--- src/rtl/slc_pkg.sv ---
`timescale 1ns / 1ps
`default_nettype none
package slc_pkg;

	localparam logic [7:0] CHAR_SLASH = 8'h2f;
	localparam logic [7:0] CHAR_STAR  = 8'h2a;
	localparam logic [7:0] CHAR_NL    = 8'h0a;

	typedef enum logic [1:0] {
		CLS_BLANK   = 2'd0,
		CLS_COMMENT = 2'd1,
		CLS_CODE    = 2'd2
	} line_class_t;

	// what one byte does to the current line
	typedef struct packed {
		logic        finish;
		line_class_t cls;
	} scan_result_t;

	function automatic logic is_lead_space(input logic [7:0] c);
		return (c == 8'h20) || (c == 8'h09) || (c == 8'h0b) || (c == 8'h0c) || (c == 8'h0d);
	endfunction

endpackage
`default_nettype wire

--- src/rtl/slc_scan.sv ---
`timescale 1ns / 1ps
`default_nettype none
module slc_scan (
	input  wire logic                  clk,
	input  wire logic                  arst_n,
	input  wire logic                  step,
	input  wire logic [7:0]            char_byte,
	input  wire logic                  is_last,
	output slc_pkg::scan_result_t      res
);
	import slc_pkg::*;

	typedef enum logic [2:0] {
		PH_LEAD,
		PH_SLASH,
		PH_CODE,
		PH_COMMENT,
		PH_SCAN
	} phase_t;

	phase_t phase_q;
	logic   in_block_q;
	logic   prev_star_q;

	phase_t phase_t_d;
	logic   block_t_d;
	logic   star_t_d;
	phase_t phase_d;
	logic   block_d;
	logic   star_d;
	logic   is_nl;

	assign is_nl = (char_byte == CHAR_NL);

	// effect of taking a non-newline byte
	always_comb begin
		phase_t_d = phase_q;
		block_t_d = in_block_q;
		star_t_d  = prev_star_q;
		if (!is_nl) begin
			case (phase_q)
				PH_LEAD: begin
					if (!is_lead_space(char_byte))
						phase_t_d = (char_byte == CHAR_SLASH) ? PH_SLASH : PH_CODE;
				end
				PH_SLASH: begin
					if (char_byte == CHAR_SLASH) begin
						phase_t_d = PH_COMMENT;
					end else if (char_byte == CHAR_STAR) begin
						phase_t_d = PH_SCAN;
						block_t_d = 1'b1;
						star_t_d  = 1'b1;
					end else begin
						phase_t_d = PH_CODE;
					end
				end
				PH_SCAN: begin
					if (prev_star_q && (char_byte == CHAR_SLASH)) begin
						phase_t_d = PH_COMMENT;
						block_t_d = 1'b0;
						star_t_d  = 1'b0;
					end else begin
						star_t_d = (char_byte == CHAR_STAR);
					end
				end
				default: ;
			endcase
		end
	end

	always_comb begin
		res.finish = is_nl || is_last;
		case (phase_t_d)
			PH_LEAD:                res.cls = CLS_BLANK;
			PH_COMMENT, PH_SCAN:    res.cls = CLS_COMMENT;
			default:                res.cls = CLS_CODE;
		endcase
	end

	always_comb begin
		if (is_last) begin
			phase_d = PH_LEAD;
			block_d = 1'b0;
			star_d  = 1'b0;
		end else if (is_nl) begin
			// a line starting inside a block is scanned for the close
			phase_d = block_t_d ? PH_SCAN : PH_LEAD;
			block_d = block_t_d;
			star_d  = 1'b0;
		end else begin
			phase_d = phase_t_d;
			block_d = block_t_d;
			star_d  = star_t_d;
		end
	end

	always_ff @(posedge clk or negedge arst_n) begin
		if (!arst_n) begin
			phase_q     <= PH_LEAD;
			in_block_q  <= 1'b0;
			prev_star_q <= 1'b0;
		end else if (step) begin
			phase_q     <= phase_d;
			in_block_q  <= block_d;
			prev_star_q <= star_d;
		end
	end

endmodule
`default_nettype wire

--- src/rtl/source_line_classifier.sv ---
`timescale 1ns / 1ps
`default_nettype none
// an accepted byte is held in stage 1, then its line result is registered
// throughput: one byte per cycle, sustained while results are taken
// one line result per newline or final byte; other bytes give none
// reset (arst_n low, asynchronous) clears the line state, all counters and
// both valid flags; class and byte registers are left as they are
module source_line_classifier #(
	parameter int COUNT_WIDTH = 32
) (
	input  wire logic        clk,
	input  wire logic        arst_n,
	input  wire logic        byte_valid,
	output logic             byte_ready,
	input  wire logic [7:0]  char_byte,
	input  wire logic        is_last,
	output logic             line_valid,
	input  wire logic        line_ready,
	output logic [1:0]       line_class,
	output logic [31:0]      blank_lines,
	output logic [31:0]      comment_lines,
	output logic [31:0]      code_lines,
	output logic [31:0]      total_lines
);
	import slc_pkg::*;

	localparam logic [COUNT_WIDTH-1:0] CountMax = {COUNT_WIDTH{1'b1}};

	logic                   valid_s1;
	logic [7:0]             char_s1;
	logic                   last_s1;
	logic                   advance;
	scan_result_t           scan_res;
	logic                   line_valid_q;
	line_class_t            class_q;
	logic [COUNT_WIDTH-1:0] blank_q;
	logic [COUNT_WIDTH-1:0] comment_q;
	logic [COUNT_WIDTH-1:0] code_q;
	logic [COUNT_WIDTH-1:0] total_q;

	function automatic logic [COUNT_WIDTH-1:0] sat_inc(input logic [COUNT_WIDTH-1:0] v);
		return (v == CountMax) ? v : v + COUNT_WIDTH'(1);
	endfunction

	// counters double as the result register, so stage 2 waits for a free slot
	assign advance    = valid_s1 && (!line_valid_q || line_ready);
	assign byte_ready = !valid_s1 || advance;

	always_ff @(posedge clk or negedge arst_n) begin
		if (!arst_n) begin
			valid_s1 <= 1'b0;
		end else if (byte_ready) begin
			valid_s1 <= byte_valid;
		end
	end

	always_ff @(posedge clk) begin
		if (byte_ready && byte_valid) begin
			char_s1 <= char_byte;
			last_s1 <= is_last;
		end
	end

	slc_scan u_scan (
		.clk       (clk),
		.arst_n    (arst_n),
		.step      (advance),
		.char_byte (char_s1),
		.is_last   (last_s1),
		.res       (scan_res)
	);

	always_ff @(posedge clk or negedge arst_n) begin
		if (!arst_n) begin
			line_valid_q <= 1'b0;
			blank_q      <= '0;
			comment_q    <= '0;
			code_q       <= '0;
			total_q      <= '0;
		end else if (advance && scan_res.finish) begin
			line_valid_q <= 1'b1;
			total_q      <= sat_inc(total_q);
			case (scan_res.cls)
				CLS_BLANK:   blank_q   <= sat_inc(blank_q);
				CLS_COMMENT: comment_q <= sat_inc(comment_q);
				default:     code_q    <= sat_inc(code_q);
			endcase
		end else if (line_ready) begin
			line_valid_q <= 1'b0;
		end
	end

	always_ff @(posedge clk) begin
		if (advance && scan_res.finish)
			class_q <= scan_res.cls;
	end

	assign line_valid    = line_valid_q;
	assign line_class    = 2'(class_q);
	assign blank_lines   = 32'(blank_q);
	assign comment_lines = 32'(comment_q);
	assign code_lines    = 32'(code_q);
	assign total_lines   = 32'(total_q);

endmodule
`default_nettype wire

--- config.mk ---
export PLATFORM = sky130hd
export DESIGN_NAME = source_line_classifier
export DESIGN_NICKNAME = d
export VERILOG_FILES = /design/src/rtl/slc_pkg.sv /design/src/rtl/slc_scan.sv /design/src/rtl/source_line_classifier.sv
export SDC_FILE = /design/constraint.sdc
export NUM_CORES = 1
export LEC_CHECK = 0
export BUFFER_PORTS_ARGS = -buffer_cell sky130_fd_sc_hd__buf_4
export CAP_MARGIN = 20
export CORE_ASPECT_RATIO = 1.25
export CORE_MARGIN = 2
export CORE_UTILIZATION = 60
export DETAILED_ROUTE_END_ITERATION = 10
export GPL_ROUTABILITY_DRIVEN = 0
export GPL_TIMING_DRIVEN = 0
export PLACE_DENSITY = 0.86
export SETUP_SLACK_MARGIN = 0.4
export SLEW_MARGIN = 10
export SYNTH_ARGS = -nofsm -noshare
export SYNTH_HDL_FRONTEND = slang
export SYNTH_HIERARCHICAL = 1
export SYNTH_SLANG_ARGS = --single-unit
--- constraint.sdc ---
create_clock -name clk -period 9.6 [get_ports clk]
set_clock_uncertainty 0.1 [all_clocks]
set_input_delay 0.48 -clock clk [delete_from_list [all_inputs] [get_ports clk]]
set_output_delay 0.48 -clock clk [all_outputs]
set_load 0.02 [all_outputs]
==> results of run 1 <==
-- cell usage after synthesis (3+ instances only) --
master / number / area [um2]
ha_1: 4 / 50.1
or2_2: 4 / 25.0
nor2b_1: 3 / 18.8
nor3_1: 20 / 100
nor2_1: 39 / 146
mux2_2: 3 / 33.8
and4_1: 11 / 96.3
nor4_1: 11 / 68.8
dfrtp_1: 135 / 3380
and3_1: 21 / 131
and2_1: 6 / 37.5
nor4_2: 3 / 37.5
clkbuf_1: 6 / 22.5
a21oi_1: 5 / 25.0
nand2_1: 52 / 195
xor2_1: 34 / 298
or4_1: 3 / 22.5
inv_1: 13 / 48.8
o21ai_0: 4 / 20.0
nand2b_1: 10 / 62.6
a31oi_1: 3 / 18.8
nor3b_1: 5 / 37.5
xnor2_1: 89 / 780
nand3_1: 49 / 245
edfxtp_1: 11 / 330
nand4_1: 66 / 413
-- per-stage QoR --
stage / power (mW) / hold slack [ps] / setup WS, ps / instance area (um2)
floorplan: 0.793 / 84.4 / 6270 / 7180
global placement: 0.869 / 388 / 5980 / 8460
detailed placement: 0.880 / 388 / 5840 / 8500
CTS: 1.52 / 127 / 5820 / 9090
global route: 1.57 / 122 / 5500 / 9090
finish: 1.52 / 133 / 5820 / 9090
-- cells by family after synthesis --
group                    count (synthesis)
AND/OR/NAND/NOR                        325
flip-flops                             146
XOR/XNOR                               123
AO/OA/AOI/OAI                           36
buffers and inverters                   22
multiplexers                             6
adder cells (fa/ha/maj)                  4
-- sequential cells by signal, summed over array words and instances (netlist names) --
register and flops:
char_s1 8, line_valid 1, valid_s1 1, last_s1 1, u_scan/phase_q 3, comment_lines 32, blank_lines 32, code_lines 32
total_lines 32, u_scan/prev_star_q 1, line_class 2, u_scan/in_block_q 1
-- final cells by class --
cell class | instances | area (um2) | area share
Timing Repair Buffer | 146 | 1120 | 0.123
Tap cell | 161 | 201 | 0.0222
Buffer | 9 | 42.5 | 0.00468
Inverter | 13 | 48.8 | 0.00537
Multi-Input combinational cell | 494 | 3380 | 0.372
Clock buffer | 22 | 484 | 0.0533
Sequential cell | 146 | 3710 | 0.408
Clock inverter | 10 | 100 | 0.0110
-- per-layer routing --
layer,global-route usage,part of all wire,routed length [um],vias to the layer above
met1,0.357,0.41,7070,2944
li1,-,-,-,2750
met3,0.0595,0.060,1030,43
met2,0.452,0.51,8790,224
met4,0.103,0.021,366,0
met5,0,0,0,-
-- worst max-delay path: stages, from the launching register on --
cell and delay (ps):
edfxtp_1 450, or2_1 290, o311a_1 360, o2bb2ai_1 140
a221o_1 370, mux2i_1 230, nand2b_1 250, nor3_1 210
clkbuf_1 380, o2111ai_1 420, nor3_1 310, xor2_1 190
-- worst max path at each step --
| stage | startpoint | endpoint | slack (ps) | depth (start not counted) |
|---|---|---|---|---|
| final | char_s1[2]$_DFFE_PP_ | comment_lines[30]$_DFFE_PN0P_ | 5820 | 11 |
| after global routing | char_s1[7]$_DFFE_PP_ | comment_lines[30]$_DFFE_PN0P_ | 5500 | 11 |
| after CTS | char_s1[2]$_DFFE_PP_ | comment_lines[30]$_DFFE_PN0P_ | 5820 | 11 |
| after detailed placement | char_s1[2]$_DFFE_PP_ | comment_lines[30]$_DFFE_PN0P_ | 5840 | 11 |
| after global placement | char_s1[2]$_DFFE_PP_ | comment_lines[28]$_DFFE_PN0P_ | 5980 | 11 |
| after floorplan | char_s1[2]$_DFFE_PP_ | blank_lines[1]$_DFFE_PN0P_ | 6270 | 9 |
-- power breakdown --
group | leakage (nW) | switching [mW] | internal, mW
combinational | 1.81 | 0.0970 | 0.0744
clock | 0.275 | 0.261 | 0.386
sequential | 1.91 | 0.0455 | 0.654
total | 4.00 | 0.403 | 1.11
-- repair_timing --
item,in CTS,in global routing
hold endpoints to repair,60,0
endpoints found under the setup margin,0,0
hold buffers,1,0
==> results.txt, run 1 <==
Prevailing post-synth register cell - dfrtp_1
Combinational family with the most area after synthesis - simple AND/OR/NAND/NOR gates
Hold path start - char_byte[6]
Core ar. - 11700 um2
Fin cells - 1001
Layout Nets - 844
First-pass GRT wire length - 28200 um
Number of DRC markers after the initial detailed-route iteration - 289
Worst-Margin Slew - 827 ps
Clk sink count - 146
R2R Setup Slk - 5820 ps
Post-CTS Resized - 0
Max Clk Rate - 265 MHz
Final Cycle Share - 0.394
FILL cells - 750
Commonest non-fill, non-tap cell in the layout - buf_4
Pin count of the biggest net entering global routing - 69
Synth cell types - 71
Reg2reg end - comment_lines[30]$_DFFE_PN0P_
Reg2reg start - char_s1[2]$_DFFE_PP_
Multiplexer area fraction after synthesis - 0.00976
Most frequent cells in the layout - 143 x buf_4, 135 x dfrtp_1, 89 x xnor2_1
Worst skew pair latency - 420 ps
Crit-path max FO - 10
TritonCTS clock tree - done
WS Path Type - reg2reg
Hold worst-path end - char_s1[6]$_DFFE_PP_
Min Tclk post-route - 3780 ps
Slew Limit Headroom - 0.444
Post-Synth Adder-Cell Area - 0.00697
Hold Path Stages - 1
Area share of and/or/nand/nor cells after synthesis - 0.261
CTS Buf Count - 17
Wirelength per Cell - 17.2 um
Xor/xnor share of the synthesized area - 0.150
EDFF count, synth - 11
Cell count after synthesis - 662
Clk root buf - clkbuf_16
Post-synthesis sequential area ratio - 0.516
Startpoint types - flop
Seq cells post-synth - 146
Yosys warns - 6
Setup repair after global routing missed its margin - no
First-pass detailed-route iteration total - 5
Die ar. - 12900 um2
P&R area growth vs syn - 26.6%
Final design utilization - 0.779
PortBufs - 144
Diodes inserted - 0
PD cells - 167 nW/um2
Placed insts - 968
Element type at the critical path end - flop
Hold Crit Class - in2reg
Vias in the first global route - 5764
Io pins - 145
Mean Syn Cell Area - 10.8 um2
Via count - 5961
Gr ovfl total - 0
Synth Area in Compound Gates - 0.0427
Crit path required time - 9840 ps
Status - finished, final reports clean
Post-Syn Area - 7180 um2
Max-cap check violation count - 0
Total Negative Setup Slacks - 0 ps
Hpwl dp - 12000 um
CP Data Arrival Time - 4020 ps
H-tree depth - 4
R2R depth - 11
FP Rows - 44
Net Count, Synth - 679
Remaining DRCs - 0
Count of final setup violators - 0
Post-synthesis async set-or-reset flop share - 0.925
Final count of pins violating max slew - 0
DIE WIDTH - 102 um
Initial antenna violation count - 0
Initial Util - 0.615
Clock transition at path regs - 60 ps
Final hold vios - 0
Setup bufs post-CTS - 0
Post-route ant nets - 0
Die height - 126 um
Layout cells sized above 1 - 0.246
Wirelength, routed - 17300 um
Clock tree buffer depth - 2
Static leakage - 4.00 nW
GR Util All Layers - 0.275
Maximum VDD drop - 116 uV
Vias/cell - 5.96
Note: power is estimated with default switching activity, not from simulation.
==> inputs of run 2 (changes only) <==
--- a/config.mk
+++ b/config.mk
@@ -5,15 +5,16 @@
 export SDC_FILE = /design/constraint.sdc
 export NUM_CORES = 1
 export LEC_CHECK = 0
+export ABC_AREA = 1
 export BUFFER_PORTS_ARGS = -buffer_cell sky130_fd_sc_hd__buf_4
 export CAP_MARGIN = 20
 export CORE_ASPECT_RATIO = 1.25
 export CORE_MARGIN = 2
-export CORE_UTILIZATION = 60
+export CORE_UTILIZATION = 58
 export DETAILED_ROUTE_END_ITERATION = 10
 export GPL_ROUTABILITY_DRIVEN = 0
 export GPL_TIMING_DRIVEN = 0
-export PLACE_DENSITY = 0.86
+export PLACE_DENSITY = 0.81
 export SETUP_SLACK_MARGIN = 0.4
 export SLEW_MARGIN = 10
 export SYNTH_ARGS = -nofsm -noshare
==> constraint.sdc (replaced) <==
create_clock -name clk -period 3.7 [get_ports clk]
set_clock_uncertainty 0.1 [all_clocks]
set_input_delay 0.185 -clock clk [delete_from_list [all_inputs] [get_ports clk]]
set_output_delay 0.185 -clock clk [all_outputs]
set_load 0.02 [all_outputs]
==> run 2 against run 1 <==
Against the previous run:
- clock power rose to 2.5 times the previous value
- cell count up 82%
- clock-buffer cell count down 4
- total power rose to 3.0 times the previous value
- setup slack worse by 5000 ps
- register-to-register slack worse by 5000 ps
- critical path type unchanged
- highest routed layer unchanged
==> results.txt, run 2 <==
Status - finished, final reports clean
R2R Setup Slk - 820 ps
Setup repair after global routing missed its margin - no
Net Count, Synth - 1435
Post-synthesis async set-or-reset flop share - 0.925
WHS - 209 ps
Gr ovfl total - 0
Crit path largest cell delay - 560 ps
Cell count after synthesis - 1418
Crit-path max FO - 10
Worst skew pair latency - 430 ps
First-pass detailed-route iteration total - 5
Yosys top cell by area - dfrtp_1
Hold Crit Class - in2async
Post-route ant nets - 0
Worst-Margin Slew - 689 ps
Min Tclk post-route - 2880 ps
Clk sink count - 146
PortBufs - 144
Mean Syn Cell Area - 6.66 um2
Crit path required time - 3970 ps
CTS Buf Count - 17
Max Clk Rate - 348 MHz
Cell with the most instances after synthesis - nand2_1
Diodes inserted - 0
Element type at the critical path end - flop
Initial antenna violation count - 0
Wirelength per Cell - 13.7 um
R2R depth - 16
Crit-path leading delay family - simple AND/OR/NAND/NOR gates
Maximum VDD drop - 306 uV
PD cells - 399 nW/um2
Reg2reg start - u_scan/phase_q[1]$_DFFE_PN0P_
Commonest non-fill, non-tap cell in the layout - nand2_1
Core ar. - 16100 um2
Worst path cell trace - nor2_1 -> nand2_1 -> inv_1 -> nand4_1 -> nand3_1 -> nand2_1 -> nor2_2 -> nand2_1 -> nand2_1 -> inv_1 -> nor2_1 -> nand2_2 -> nor2_4 -> buf_6 -> nand2_1 -> nand2_1
Yosys top cell area share - 0.358
Post-synth top cells - 712 x nand2_1, 213 x nor2_1, 135 x dfrtp_1, 76 x inv_1, 47 x nand3b_1
Hpwl dp - 18400 um
Fin cells - 1823
Slowest stage cell, crit path - nor2_1
CP Buf/Inv Count - 3
Placed insts - 1779
Wirelength, routed - 25000 um
Post-DP Area - 10800 um2
Clk root buf - clkbuf_16
Io pins - 145
Layout Nets - 1611
Pin count of the biggest net entering global routing - 80
CP most frequent cell - nand2_1
Number of DRC markers after the initial detailed-route iteration - 725
Clock tree buffer depth - 2
TritonCTS clock tree - done
Startpoint types - flop
CP Data Arrival Time - 3140 ps
Count of final setup violators - 0
Slew Limit Headroom - 0.539
Final count of pins violating max slew - 0
Final hold vios - 0
Static leakage - 5.60 nW
DIE WIDTH - 118 um
Yosys warns - 6
Max-cap check violation count - 0
Post-CTS Resized - 0
EDFF count, synth - 11
Synth cell types - 31
H-tree depth - 4
Clock transition at path regs - 60 ps
P&R area growth vs syn - 21.7%
FP Rows - 52
Initial Util - 0.588
Final Cycle Share - 0.778
WS Path Type - reg2reg
Reg2reg end - comment_lines[1]$_DFFE_PN0P_
Total Negative Setup Slacks - 0 ps
Prevailing post-synth register cell - dfrtp_1
Die height - 147 um
Vias in the first global route - 8768
Layout cells sized above 1 - 0.147
Main area contributors after synthesis - dfrtp_1 36%, nand2_1 28%, nor2_1 8.5%
Seq cells post-synth - 146
Fin area - 11500 um2
Post-Syn Area - 9440 um2
Post-synthesis sequential area ratio - 0.393
Most frequent cells in the layout - 712 x nand2_1, 213 x nor2_1, 148 x buf_4
Vias/cell - 5.27
Setup bufs post-CTS - 0
Die ar. - 17300 um2
Via count - 9605
First-pass GRT wire length - 41300 um
GR Util All Layers - 0.292
Remaining DRCs - 0
run 2: cell types whose count changed after synthesis, moves of 12 or more:
cell | before | now
nor3_1 | 20 | 8
nand3b_1 | 2 | 47
nand2_1 | 52 | 712
nor2_1 | 39 | 213
o21ai_0 | 4 | 18
and3_1 | 21 | 0
xnor2_1 | 89 | 24
nand2_2 | 0 | 13
nand4_1 | 66 | 21
inv_1 | 13 | 76
run 2: metrics by stage:
stage	worst slack (ps)	power (mW)	utilization
2_1_floorplan	1320	2.59	-
3_3_place_gp	881	2.92	0.672
3_5_place_dp	851	2.96	0.674
4_1_cts	839	4.60	0.715
5_1_grt	452	4.80	0.715
6_report	823	4.59	0.715
run 2: final cells by class:
class                      instances  area, um2
buffer                            21        191
clock buffer                      18        429
clock inverter                    14        121
fill                            1363       4570
inverter                          81        307
multi-input combinational       1170       5240
sequential                       146       3710
tap                              216        270
timing repair buffer             157       1230
run 2: report_power, final:
part | switching (mW) | total, mW | internal, mW
registers | 0.151 | 1.88 | 1.73
clock network | 0.669 | 1.64 | 0.974
logic | 0.686 | 1.06 | 0.376
total | 1.51 | 4.59 | 3.08
run 2: worst max-delay path by stage:
stage	start	endpoint	slack, ps	depth (start not counted)
floorplan	char_s1[3]$_DFFE_PP_	comment_lines[4]$_DFFE_PN0P_	1320	18
global placement	u_scan/phase_q[1]$_DFFE_PN0P_	comment_lines[1]$_DFFE_PN0P_	880	16
detailed placement	u_scan/phase_q[1]$_DFFE_PN0P_	comment_lines[1]$_DFFE_PN0P_	850	16
CTS	u_scan/phase_q[1]$_DFFE_PN0P_	comment_lines[1]$_DFFE_PN0P_	840	16
global route	u_scan/phase_q[1]$_DFFE_PN0P_	comment_lines[7]$_DFFE_PN0P_	450	16
finish	u_scan/phase_q[1]$_DFFE_PN0P_	comment_lines[1]$_DFFE_PN0P_	820	16
run 2: logic make-up (layout without fill, tap and decap cells):
group | Yosys count | count (layout) | share of synthesized area
buffers and inverters | 102 | 291 | 0.0527
AOI/OAI and AO/OA | 25 | 25 | 0.0144
xor gates and xnor gates | 60 | 60 | 0.0556
and+or+nand+nor | 1081 | 1081 | 0.479
adders and majority gates | 4 | 4 | 0.00530
DFF | 146 | 146 | 0.393
run 2: timing repair:
action | 4_1_cts | 5_1_grt
hold buffers | 12 | 0
endpoints found under the setup margin | 0 | 0
hold endpoints to repair | 67 | 0
run 2: per-layer routing:
layer	part of all wire	vias to the layer above	global-route usage
li1	-	4769	-
met1	0.41	4446	0.354
met2	0.50	329	0.516
met3	0.057	61	0.0480
met4	0.028	0	0.117
met5	0	-	0
run 2: worst reg2reg max path, cell delays in order (launching register included):
cell	delay [ps]
dfrtp_1	420
nor2_1	200
nand2_1	140
inv_1	110
nand4_1	130
nand3_1	120
nand2_1	100
nor2_2	90
nand2_1	60
nand2_1	50
inv_1	90
nor2_1	560
nand2_2	130
nor2_4	210
buf_6	180
nand2_1	60
nand2_1	50
==> inputs of run 3 (changes only) <==
--- a/config.mk
+++ b/config.mk
@@ -5,16 +5,16 @@
 export SDC_FILE = /design/constraint.sdc
 export NUM_CORES = 1
 export LEC_CHECK = 0
-export ABC_AREA = 1
+export ABC_AREA = 0
 export BUFFER_PORTS_ARGS = -buffer_cell sky130_fd_sc_hd__buf_4
 export CAP_MARGIN = 20
 export CORE_ASPECT_RATIO = 1.25
 export CORE_MARGIN = 2
-export CORE_UTILIZATION = 58
+export CORE_UTILIZATION = 50
 export DETAILED_ROUTE_END_ITERATION = 10
 export GPL_ROUTABILITY_DRIVEN = 0
 export GPL_TIMING_DRIVEN = 0
-export PLACE_DENSITY = 0.81
+export PLACE_DENSITY = 0.77
 export SETUP_SLACK_MARGIN = 0.4
 export SLEW_MARGIN = 10
 export SYNTH_ARGS = -nofsm -noshare
==> constraint.sdc (replaced) <==
create_clock -name clk -period 2.4 [get_ports clk]
set_clock_uncertainty 0.1 [all_clocks]
set_input_delay 0.12 -clock clk [delete_from_list [all_inputs] [get_ports clk]]
set_output_delay 0.12 -clock clk [all_outputs]
set_load 0.02 [all_outputs]
==> run 3 against run 2 <==
Against the previous run:
- the run now ends with setup timing left
- design area down 11%
- global-route usage down 5.7 points
- maximum frequency down 15%
- cell count down 41%
- die area down 11%
- via count down 35%
- first-iteration DRC count down 48%
- sequential power up 49%
- setup slack worse by 1800 ps
- routed wire length down 26%
- utilization up 1.5 points
- critical path type unchanged
- highest routed layer unchanged
==> results.txt, run 3 (synthesis gave the netlist of run 1 again) <==
Status - finished with violations
Failing checks - setup timing
Crit path required time - 2610 ps
DIE WIDTH - 111 um
FILL cells - 957
FP Rows - 48
Min Tclk post-route - 3400 ps
Vias/cell - 5.79
Max-cap check violation count - 0
TritonCTS clock tree - done
Worst skew pair latency - 430 ps
Post-route ant nets - 0
Layout cells sized above 1 - 0.368
Logic pwr share - 0.130
Wirelength per Cell - 17.3 um
Clock tree buffer depth - 2
Setup repair after global routing missed its margin - yes
Hpwl dp - 12200 um
First-pass GRT wire length - 29200 um
Crit-path max FO - 6
PortBufs - 144
Hold Crit Class - in2reg
Final hold vios - 0
Via count - 6234
Gr ovfl total - 0
Worst path cell trace - or2_4 -> o311a_1 -> o2bb2ai_2 -> a221o_1 -> mux2_4 -> or4_4 -> buf_8 -> nor3b_4 -> buf_4 -> nand3_1 -> xnor2_1
Total Negative Setup Slacks - -79150 ps
Most frequent cells in the layout - 181 x buf_4, 126 x dfrtp_1, 87 x xnor2_1
Number of DRC markers after the initial detailed-route iteration - 380
GR Util All Layers - 0.235
Remaining DRCs - 0
Initial antenna violation count - 0
CP Data Arrival Time - 3610 ps
Slew Limit Headroom - 0.529
Clock share of power - 0.421
Crit-path leading delay family - simple AND/OR/NAND/NOR gates
Final Cycle Share - 1.42
Pre-CTS setup slack - -1120 ps
Crit path largest cell delay - 520 ps
Reg power frac - 0.449
First-pass detailed-route iteration total - 5
Wirelength, routed - 18600 um
Clk sink count - 146
Io pins - 145
Core ar. - 13900 um2
Static leakage - 4.50 nW
Pin count of the biggest net entering global routing - 76
P_int - 4.52 mW
WS Path Type - reg2reg
Switching Fraction - 0.274
Element type at the critical path end - flop
Startpoint types - flop
Final count of pins violating max slew - 0
Max Clk Rate - 294 MHz
Slowest stage cell, crit path - or4_4
Final WS setup - -1000 ps
Clock transition at path regs - 60 ps
PD cells - 612 nW/um2
Vias in the first global route - 5975
CTS Buf Count - 17
Commonest non-fill, non-tap cell in the layout - buf_4
Clk root buf - clkbuf_16
Initial Util - 0.515
P&R area growth vs syn - 41.8%
Die height - 138 um
H-tree depth - 4
Diodes inserted - 0
Worst-Margin Slew - 706 ps
Die ar. - 15300 um2
Count of final setup violators - 125
Layout Nets - 906
Psw - 1.71 mW
Maximum VDD drop - 421 uV
CP Buf/Inv Count - 2
## run 3: repair_timing
item,CTS,global route
endpoints found under the hold margin,85,0
pin swaps,19,39
hold buffers,12,0
gates resized for setup,22,58
setup buffers,28,21
setup endpoints to repair,133,145
cloned,1,0
## run 3: area by class of cell
class                   count  area, um2  share of cell area
inverters                  13       51.3             0.00504
plain buffers               9       67.6             0.00664
clock inverters            15        158              0.0155
well taps                 175        219              0.0215
repair buffers            208       1660               0.163
clock buffers              17        425              0.0418
multi-input cells         494       3880               0.381
flip-flops and latches    146       3720               0.365
## run 3: per-stage QoR
step                hold WS (ps)   util  area [um2]  total power, mW  std cells
floorplan                   -276      -        7350             3.18        662
finish                       114  0.731       10200             6.23       1077
CTS                          201  0.698        9730             6.20       1055
detailed placement          90.7  0.623        8680             3.53        982
global placement             199  0.621        8650             3.49        981
global route                 155  0.731       10200             6.46       1077
## run 3: power groups by stage
stage | registers [mW] | logic [mW] | clock network (mW)
global placement | 2.82 | 0.670 | 0
floorplan | 2.93 | 0.251 | 0
detailed placement | 2.84 | 0.699 | 0
global route | 2.81 | 0.882 | 2.77
CTS | 2.79 | 0.758 | 2.66
finish | 2.80 | 0.812 | 2.62
## run 3: worst paths after layout
kind,from,depth (start not counted),slack (ps),to
min reg2reg,total_lines[22]$_DFFE_PN0P_,1,390,total_lines[22]$_DFFE_PN0P_
max,char_s1[2]$_DFFE_PP_,11,-1000,blank_lines[20]$_DFFE_PN0P_
max reg2reg,char_s1[2]$_DFFE_PP_,11,-1000,blank_lines[20]$_DFFE_PN0P_
min,line_ready,5,110,valid_s1$_DFFE_PN0N_
min in group asynchronous,arst_n,2,170,blank_lines[12]$_DFFE_PN0P_
max in group asynchronous,arst_n,3,1250,comment_lines[27]$_DFFE_PN0P_
## run 3: worst register-to-register path, stage by stage, from the launching register on
cell and delay (ps):
edfxtp_1 420, or2_4 250, o311a_1 350, o2bb2ai_2 130
a221o_1 380, mux2_4 330, or4_4 520, buf_8 160
nor3b_4 240, buf_4 170, nand3_1 90, xnor2_1 150
## run 3: routing by layer
metal  GRT usage  part of all wire  vias up
li1            -                 -     2879
met1       0.282              0.41     3097
met2       0.407              0.51      212
met3      0.0629             0.054       46
met4      0.0926             0.030        0
met5           0                 0        -
